### config.mk
export PLATFORM = sky130hd
export DESIGN_NAME = lcfe_ctrl
export DESIGN_NICKNAME = d
export VERILOG_FILES = /design/src/rtl/lcfe_pkg.sv /design/src/rtl/lcfe_ctrl.sv
export SDC_FILE = /design/constraint.sdc
export NUM_CORES = 1
export LEC_CHECK = 0
export BUFFER_PORTS_ARGS = -buffer_cell sky130_fd_sc_hd__buf_4
export CORE_MARGIN = 2
export CORE_UTILIZATION = 46
export CTS_BUF_LIST = sky130_fd_sc_hd__clkbuf_2
export DETAILED_ROUTE_END_ITERATION = 8
export PLACE_DENSITY_LB_ADDON = 0.12
export SYNTH_ARGS = -nofsm -noshare
export SYNTH_HDL_FRONTEND = slang
export SYNTH_SLANG_ARGS = --single-unit
### constraint.sdc
create_clock -name clk -period 2.09 [get_ports clk]
set_input_delay 0.418 -clock clk [delete_from_list [all_inputs] [get_ports clk]]
set_output_delay 0.418 -clock clk [all_outputs]
set_load 0.01 [all_outputs]
### src/rtl/lcfe_pkg.sv
`default_nettype none
package lcfe_pkg;

	localparam int IDX_FIELD_W = 6;
	localparam int COLOR_W     = 32;
	localparam int DUR_W       = 15;
	localparam int CH_W        = 8;
	localparam int LANES       = COLOR_W / CH_W;
	localparam int NUM_W       = 24;
	localparam int DEN_W       = DUR_W + 1;
	localparam int QUO_W       = CH_W;
	localparam int PROD_W      = NUM_W - 1;
	localparam int CFG_IDX_W   = 4;

	localparam logic [CFG_IDX_W-1:0] CFG_BG_COLOR    = 4'd0;
	localparam logic [CFG_IDX_W-1:0] CFG_BG_DURATION = 4'd1;

	localparam logic KIND_CHANGE = 1'b0;
	localparam logic KIND_TICK   = 1'b1;

	typedef struct packed {
		logic                   kind;
		logic [IDX_FIELD_W-1:0] led_index;
		logic [COLOR_W-1:0]     color;
		logic [DUR_W-1:0]       duration;
	} lcfe_in_t;

	typedef struct packed {
		logic [IDX_FIELD_W-1:0] pixel_index;
		logic [COLOR_W-1:0]     pixel_value;
		logic                   frame_end;
	} lcfe_out_t;

	typedef struct packed {
		logic [COLOR_W-1:0] start;
		logic [COLOR_W-1:0] target;
		logic [DUR_W-1:0]   total;
		logic [DUR_W-1:0]   elapsed;
	} fade_rec_t;

	typedef struct packed {
		logic accept;
		logic sel_chg;
		logic rd;
		logic mul;
		logic div_start;
		logic wr_tick;
		logic wr_chg;
	} lcfe_cmd_t;

	typedef struct packed {
		logic chg_ok;
		logic need_blend;
		logic div_done;
	} lcfe_sts_t;

endpackage
`default_nettype wire

### src/rtl/lcfe_ctrl.sv
`default_nettype none
module lcfe_ctrl #(
	parameter int LED_COUNT = 32
) (
	input  wire logic                  clk,
	input  wire logic                  arst_n,
	input  wire logic                  in_valid,
	input  wire logic                  in_kind,
	output logic                       in_stall,
	output logic                       out_valid,
	input  wire logic                  out_stall,
	input  wire lcfe_pkg::lcfe_sts_t   sts,
	output lcfe_pkg::lcfe_cmd_t        cmd,
	output logic [((LED_COUNT > 1) ? $clog2(LED_COUNT) : 1)-1:0] idx
);

	localparam int IDX_W = (LED_COUNT > 1) ? $clog2(LED_COUNT) : 1;

	localparam logic [3:0] S_IDLE = 4'd0;
	localparam logic [3:0] S_CRD  = 4'd1;
	localparam logic [3:0] S_CWR  = 4'd2;
	localparam logic [3:0] S_TRD  = 4'd3;
	localparam logic [3:0] S_EVAL = 4'd4;
	localparam logic [3:0] S_DIVS = 4'd5;
	localparam logic [3:0] S_DIVW = 4'd6;
	localparam logic [3:0] S_WR   = 4'd7;
	localparam logic [3:0] S_OUT  = 4'd8;

	logic [3:0]       state_q, state_d;
	logic [IDX_W-1:0] idx_q, idx_d;
	logic             last;

	assign last = idx_q == IDX_W'(LED_COUNT - 1);

	always_comb begin
		cmd     = '0;
		state_d = state_q;
		idx_d   = idx_q;
		unique case (state_q)
			S_IDLE: begin
				if (in_valid) begin
					cmd.accept = 1'b1;
					idx_d      = '0;
					state_d    = (in_kind == lcfe_pkg::KIND_TICK) ? S_TRD : S_CRD;
				end
			end
			S_CRD: begin
				cmd.sel_chg = 1'b1;
				if (sts.chg_ok) begin
					cmd.rd  = 1'b1;
					state_d = S_CWR;
				end else begin
					state_d = S_IDLE;
				end
			end
			S_CWR: begin
				cmd.sel_chg = 1'b1;
				cmd.wr_chg  = 1'b1;
				state_d     = S_IDLE;
			end
			S_TRD: begin
				cmd.rd  = 1'b1;
				state_d = S_EVAL;
			end
			S_EVAL: begin
				if (sts.need_blend) begin
					cmd.mul = 1'b1;
					state_d = S_DIVS;
				end else begin
					state_d = S_WR;
				end
			end
			S_DIVS: begin
				cmd.div_start = 1'b1;
				state_d       = S_DIVW;
			end
			S_DIVW: begin
				if (sts.div_done) begin
					state_d = S_WR;
				end
			end
			S_WR: begin
				cmd.wr_tick = 1'b1;
				state_d     = S_OUT;
			end
			S_OUT: begin
				if (!out_stall) begin
					if (last) begin
						state_d = S_IDLE;
					end else begin
						idx_d   = idx_q + 1'b1;
						state_d = S_TRD;
					end
				end
			end
			default: state_d = S_IDLE;
		endcase
	end

	always_ff @(posedge clk or negedge arst_n) begin
		if (!arst_n) begin
			state_q <= S_IDLE;
			idx_q   <= '0;
		end else begin
			state_q <= state_d;
			idx_q   <= idx_d;
		end
	end

	assign in_stall  = state_q != S_IDLE;
	assign out_valid = state_q == S_OUT;
	assign idx       = idx_q;

endmodule
`default_nettype wire

==> results of run 1 <==
-- cell families (layout without fill, tap and decap cells) --
family          after synthesis  in the layout  synth area share
fa+ha+maj                     2              2            0.0372
xor+xnor                      2              2            0.0260
buf+inv                      10             36            0.0576
flops                         9              9             0.335
mux                           1              1            0.0149
simple gates                 41             41             0.336
compound gates               20             20             0.193
-- synth_stat cells --
library cell,n,area (µm²)
or3b_2,1,8.76
or4b_2,1,10.0
o31ai_1,1,7.51
clkbuf_2,1,5.00
mux2i_1,1,10.0
inv_1,4,15.0
and3_1,3,18.8
a21o_1,1,7.51
and2_1,2,12.5
a211oi_1,2,15.0
a21oi_1,2,10.0
dfrtp_1,9,225
o21a_1,1,7.51
nand3_1,2,10.0
ha_1,2,25.0
or3_4,1,11.3
xnor2_1,2,17.5
o2111ai_1,1,8.76
and4_1,1,8.76
a31oi_1,2,12.5
or3_1,2,12.5
nand2_1,9,33.8
or4_1,1,7.51
nand2b_1,4,25.0
clkbuf_1,5,18.8
nor2_1,7,26.3
o21ai_0,7,35.0
nor3_1,3,15.0
nand3b_1,1,7.51
a22o_1,3,26.3
nor4_1,3,18.8
-- area by class of cell --
class / count / area, µm² / area share
multi-input combinational: 66 / 412 / 0.456
inverter: 4 / 15.0 / 0.0166
clock buffer: 4 / 20.0 / 0.0222
tap: 15 / 18.8 / 0.0208
sequential: 9 / 225 / 0.249
timing repair buffer: 28 / 213 / 0.235
-- cells in the final DEF, fill, tap and decap left out, drive strengths merged, types with 2 or more instances in the layout --
| cell | n |
|---|---|
| xnor2 | 2 |
| nor4 | 3 |
| a211oi | 2 |
| a21oi | 2 |
| and3 | 3 |
| buf | 27 |
| nor3 | 3 |
| clkbuf | 4 |
| dfrtp | 9 |
| a31oi | 2 |
| a22o | 3 |
| nand2b | 4 |
| or3 | 3 |
| nor2 | 7 |
| nand3 | 2 |
| o21ai | 7 |
| inv | 4 |
| nand2 | 9 |
| ha | 2 |
| and2 | 2 |
-- power breakdown --
part / switching [µW] / internal (µW)
sequential: 19.4 / 210
combinational: 347 / 291
clock: 59.8 / 50.9
-- repair_timing --
action,CTS,global route
endpoints found under the hold margin,9,0
gates resized for setup,0,1
endpoints found under the setup margin,0,1
hold buffers,1,0
-- metal layers --
metal | part of all wire | global-route usage | wire (µm)
met1 | 0.44 | 0.241 | 703
met5 | 0 | 0 | 0
met2 | 0.49 | 0.332 | 775
met3 | 0.062 | 0.0388 | 98
met4 | 0.0075 | 0.0563 | 12
-- through the flow --
stage          std cells  hold slack (ns)  setup slack [ns]   util
3_3_place_gp         121            0.248             0.170  0.653
5_1_grt              126            0.532            0.0214  0.677
6_report             126            0.538             0.139  0.677
3_5_place_dp         121            0.252            0.0987  0.653
4_1_cts              126            0.531            0.0857  0.675
2_1_floorplan         85            0.122             0.103      -
-- sequential cells by signal, indices dropped and copies added, names as in the netlist --
register  flops
idx           5
state_q       4
-- worst max-delay path by stage --
stage	from	endpoint	slack, ns	depth (start not counted)
final	idx[1]	state_q[1]	0.14	7
after global routing	idx[1]	state_q[1]	0.02	7
after CTS	idx[1]	state_q[1]	0.09	7
after detailed placement	idx[1]	state_q[1]	0.1	7
after global placement	idx[1]	state_q[1]	0.17	7
after floorplan	state_q[1]	idx[3]	0.10	5
==> metrics.cfg, run 1 <==
[drt]
via_per_inst = 5.71
final_antenna_net_count = 0
totalWireLength_mm = 1.59
drc = 0
num_vias = 719
firstDrtPassIters = 5
avgRoutedWirePerCell_um = 12.6
initialDrtViolationCount = 7

[finish]
drive_gt1_frac = 0.315
antenna_cells = 0
nFillCells = 122
final_nets = 122
final_area_um2 = 903
syn_to_final_growth_pct = 34.2

[yosys]
synth_area_um2 = 673
yosysWarnings = 0
syn_area_per_cell_um2 = 7.92
synth_fp_nets = 95
synth-seq-area-share = 0.335
ys_seq_elements = 9
yosysUniqueCellTypes = 31
synth_cells = 85

[clocking]
post-cts-setup-buffer-count = 0
tritoncts = done
root_buffer = clkbuf_2
cts.path.max_buffers = 2
cts_buffers = 3
h-tree-depth = 1
clock-sinks = 9
path_clk_slew_ns = 0.10
clkLatencyLatePin_ns = 0.23

[die]
initial_core_util = 0.505
die_x_um = 42.3
rows = 13
die_area_mm2 = 0.00179
die_y_um = 42.3
top_level_ports = 22
core-area_mm2 = 0.00133

[critical_path]
worstPathMaxFanout = 9
crit_arrival_ns = 2.13
start_kind = flop
regToRegStartpoint = idx[1]
path_cells = ha_1 > and3_1 > ha_2 > or3b_2 > a211oi_1 > a31oi_1 > nand2_1
critPathSlowestCell = or3b_2
worstPathRequired_ns = 2.27
cp_top_family = simple AND/OR/NAND/NOR gates
r2r_cells = 7
r2r_slack_ns = 0.14
critPathMaxStageDelay_ns = 0.45
worstSetupEndpointType = flop
rr_endpoint = state_q[1]
worstSetupPathType = reg2reg
worst-path-buf-inv = 0

[job]
drv_cap = 0

[timing]
finClkSkew_ns = 0.000892
rsz0062_at_grt = false
tightestPinTransition_ns = 0.369
fmax_ghz = 0.513
setup_viol = 0
period_minus_slack_ns = 1.95
tns_ns = 0
period_share = 0.933
maxSlewHeadroom = 0.751
hold_viol_final = 0
slew_violations = 0

[global_routing]
grt_overflow_total = 0
grt_pass1_wl_mm = 2.73
first_global_vias = 637
grt.total_usage = 0.193
grt_max_degree = 18
antenna_found_initial = 0

[power_and_ir_drop]
power.total_uw = 979
powerDensity_mw_per_mm2 = 1080
ir_drop_uv = 710
leakagePower_uw = 0.000455

[place]
dp_hpwl_mm = 1.20
place_congestion = 0.801
postPlaceCellArea_um2 = 871
io_buffers = 21

[status]
status = completed

[worst_hold_path]
hp-class = in2async

Power figures use the tool's default switching activity.
==> inputs of run 2 (changes only) <==
--- a/config.mk
+++ b/config.mk
@@ -8,7 +8,7 @@
 export BUFFER_PORTS_ARGS = -buffer_cell sky130_fd_sc_hd__buf_4
 export CORE_MARGIN = 2
 export CORE_UTILIZATION = 46
-export CTS_BUF_LIST = sky130_fd_sc_hd__clkbuf_2
+export CTS_BUF_LIST = sky130_fd_sc_hd__clkbuf_8
 export DETAILED_ROUTE_END_ITERATION = 8
 export PLACE_DENSITY_LB_ADDON = 0.12
 export SYNTH_ARGS = -nofsm -noshare
==> metrics.cfg, run 2 (synthesis gave the netlist of run 1 again) <==
[timing]
slew_violations = 0  ; unchanged
rsz0062_at_grt = false  ; unchanged
fmax_ghz = 0.516  ; was 0.513 GHz
setup_viol = 0  ; unchanged
period_share = 0.927  ; was 0.933
period_minus_slack_ns = 1.94  ; was 1.95 ns
hold_viol_final = 0  ; unchanged
worst_slack_ns = 0.153  ; was 0.139 ns
finClkSkew_ns = 0.000930  ; was 0.000892 ns
tightestPinTransition_ns = 0.359  ; was 0.369 ns
maxSlewHeadroom = 0.758  ; was 0.751
tns_ns = 0  ; unchanged

[critical_path]
cp_top_family = simple AND/OR/NAND/NOR gates  ; unchanged
worstSetupPathType = reg2reg  ; unchanged
crit_arrival_ns = 2.10  ; was 2.13 ns
critPathSlowestCell = or3b_2  ; unchanged
worst-path-buf-inv = 0  ; unchanged
critPathMaxStageDelay_ns = 0.45  ; about the same
worstSetupEndpointType = flop  ; unchanged
path_cells = ha_1 > and3_1 > ha_2 > or3b_2 > a211oi_1 > a31oi_1 > nand2_1  ; unchanged
start_kind = flop  ; unchanged
worstPathMaxFanout = 9  ; unchanged
worstPathRequired_ns = 2.25  ; was 2.27 ns
r2r_slack_ns = 0.15  ; was 0.14 ns

[clocking]
cts.path.max_buffers = 2  ; unchanged
clock-sinks = 9  ; unchanged
h-tree-depth = 1  ; unchanged
post-cts-setup-buffer-count = 0  ; unchanged
cts_buffers = 3  ; unchanged
path_clk_slew_ns = 0.05  ; was 0.10 ns
tritoncts = done  ; unchanged
root_buffer = clkbuf_8  ; was clkbuf_2
clkLatencyLatePin_ns = 0.23  ; about the same

[die]
die_area_mm2 = 0.00179  ; unchanged
initial_core_util = 0.505  ; unchanged
die_y_um = 42.3  ; unchanged
core-area_mm2 = 0.00133  ; unchanged
die_x_um = 42.3  ; unchanged
rows = 13  ; unchanged
top_level_ports = 22  ; unchanged

[global_routing]
grt_overflow_total = 0  ; unchanged
antenna_found_initial = 0  ; unchanged
grt.total_usage = 0.197  ; was 0.193
grt_max_degree = 18  ; unchanged
grt_pass1_wl_mm = 2.71  ; was 2.73 mm
first_global_vias = 636  ; was 637

[finish]
layout_commonest_cell = buf_4  ; unchanged
antenna_cells = 0  ; unchanged
final_area_um2 = 918  ; was 903 µm²
utilization = 0.689  ; was 0.677
largest_reg_flops = 5  ; unchanged
drive_gt1_frac = 0.309  ; was 0.315
final_cell_mix = buf_4 (27), nand2_1 (9), dfrtp_1 (9), nor2_1 (7), o21ai_0 (7)  ; unchanged
syn_to_final_growth_pct = 36.4  ; was 34.2%
final_nets = 121  ; was 122

[drt]
avgRoutedWirePerCell_um = 12.6  ; about the same
via_per_inst = 5.68  ; was 5.71
final_antenna_net_count = 0  ; unchanged
num_vias = 710  ; was 719
firstDrtPassIters = 4  ; was 5
drc = 0  ; unchanged
totalWireLength_mm = 1.57  ; was 1.59 mm
initialDrtViolationCount = 9  ; was 7

[worst_hold_path]
hp-class = in2async  ; unchanged

[place]
post-place-ws_ns = 0.0987  ; unchanged
postPlaceCellArea_um2 = 871  ; unchanged
place_congestion = 0.801  ; unchanged
dp_hpwl_mm = 1.20  ; unchanged
io_buffers = 21  ; unchanged

[power_and_ir_drop]
leakagePower_uw = 0.000461  ; was 0.000455 µW
powerDensity_mw_per_mm2 = 1160  ; was 1080 mW/mm²
ir_drop_uv = 741  ; was 710 µV
power.total_uw = 1060  ; was 979 µW

[job]
drv_cap = 0  ; unchanged

[status]
status = completed  ; unchanged

run 2: cell count changes in the layout (fill, tap and decap cells not counted):
| cell | change |
|---|---|
| clkbuf_2 | -4 |
| clkbuf_8 | +3 |
| dlygate4sd3_1 | -1 |
| inv_1 | +1 |
run 2: final timing paths:
kind | from | endpoint | depth (start not counted)
setup / recovery | idx[1] | state_q[1] | 7
hold / removal | arst_n | idx[4] | 1
setup reg to reg | idx[1] | state_q[1] | 7
hold reg to reg | idx[3] | idx[3] | 2
max in group asynchronous | arst_n | idx[2] | 1
min in group clk | in_valid | idx[3] | 4
run 2: cell type report:
class                           count  area [µm²]
Multi-Input combinational cell     66         412
Fill cell                         119         415
Clock buffer                        3        41.3
Inverter                            4        15.0
Tap cell                           15        18.8
Timing Repair Buffer               27         203
Sequential cell                     9         225
Clock inverter                      1        3.75
run 2: per-layer routing:
| layer | track usage | vias to the layer above | wire, µm |
|---|---|---|---|
| met5 | 0 | - | 0 |
| met4 | 0.138 | 0 | 20 |
| met3 | 0.0302 | 2 | 86 |
| met2 | 0.311 | 23 | 760 |
| met1 | 0.243 | 329 | 706 |
| li1 | - | 356 | - |
run 2: where the power goes:
group          leakage [µW]  switching (µW)  internal (µW)
Sequential         0.000121            18.9            211
Combinational      0.000314             346            290
Clock             0.0000269            67.3            128
run 2: repair_timing:
| action | 4_1_cts | 5_1_grt |
|---|---|---|
| gates resized for setup | 0 | 1 |
| hold buffers | 0 | 0 |
| setup endpoints to repair | 0 | 2 |
| endpoints found under the hold margin | 0 | 0 |
run 2: per-stage QoR:
step / hold WS, ns / std cells
after floorplan: 0.122 / 85
after global placement: 0.248 / 121
after detailed placement: 0.252 / 121
after CTS: 0.00737 / 125
after global routing: 0.0105 / 125
final: 0.00595 / 125
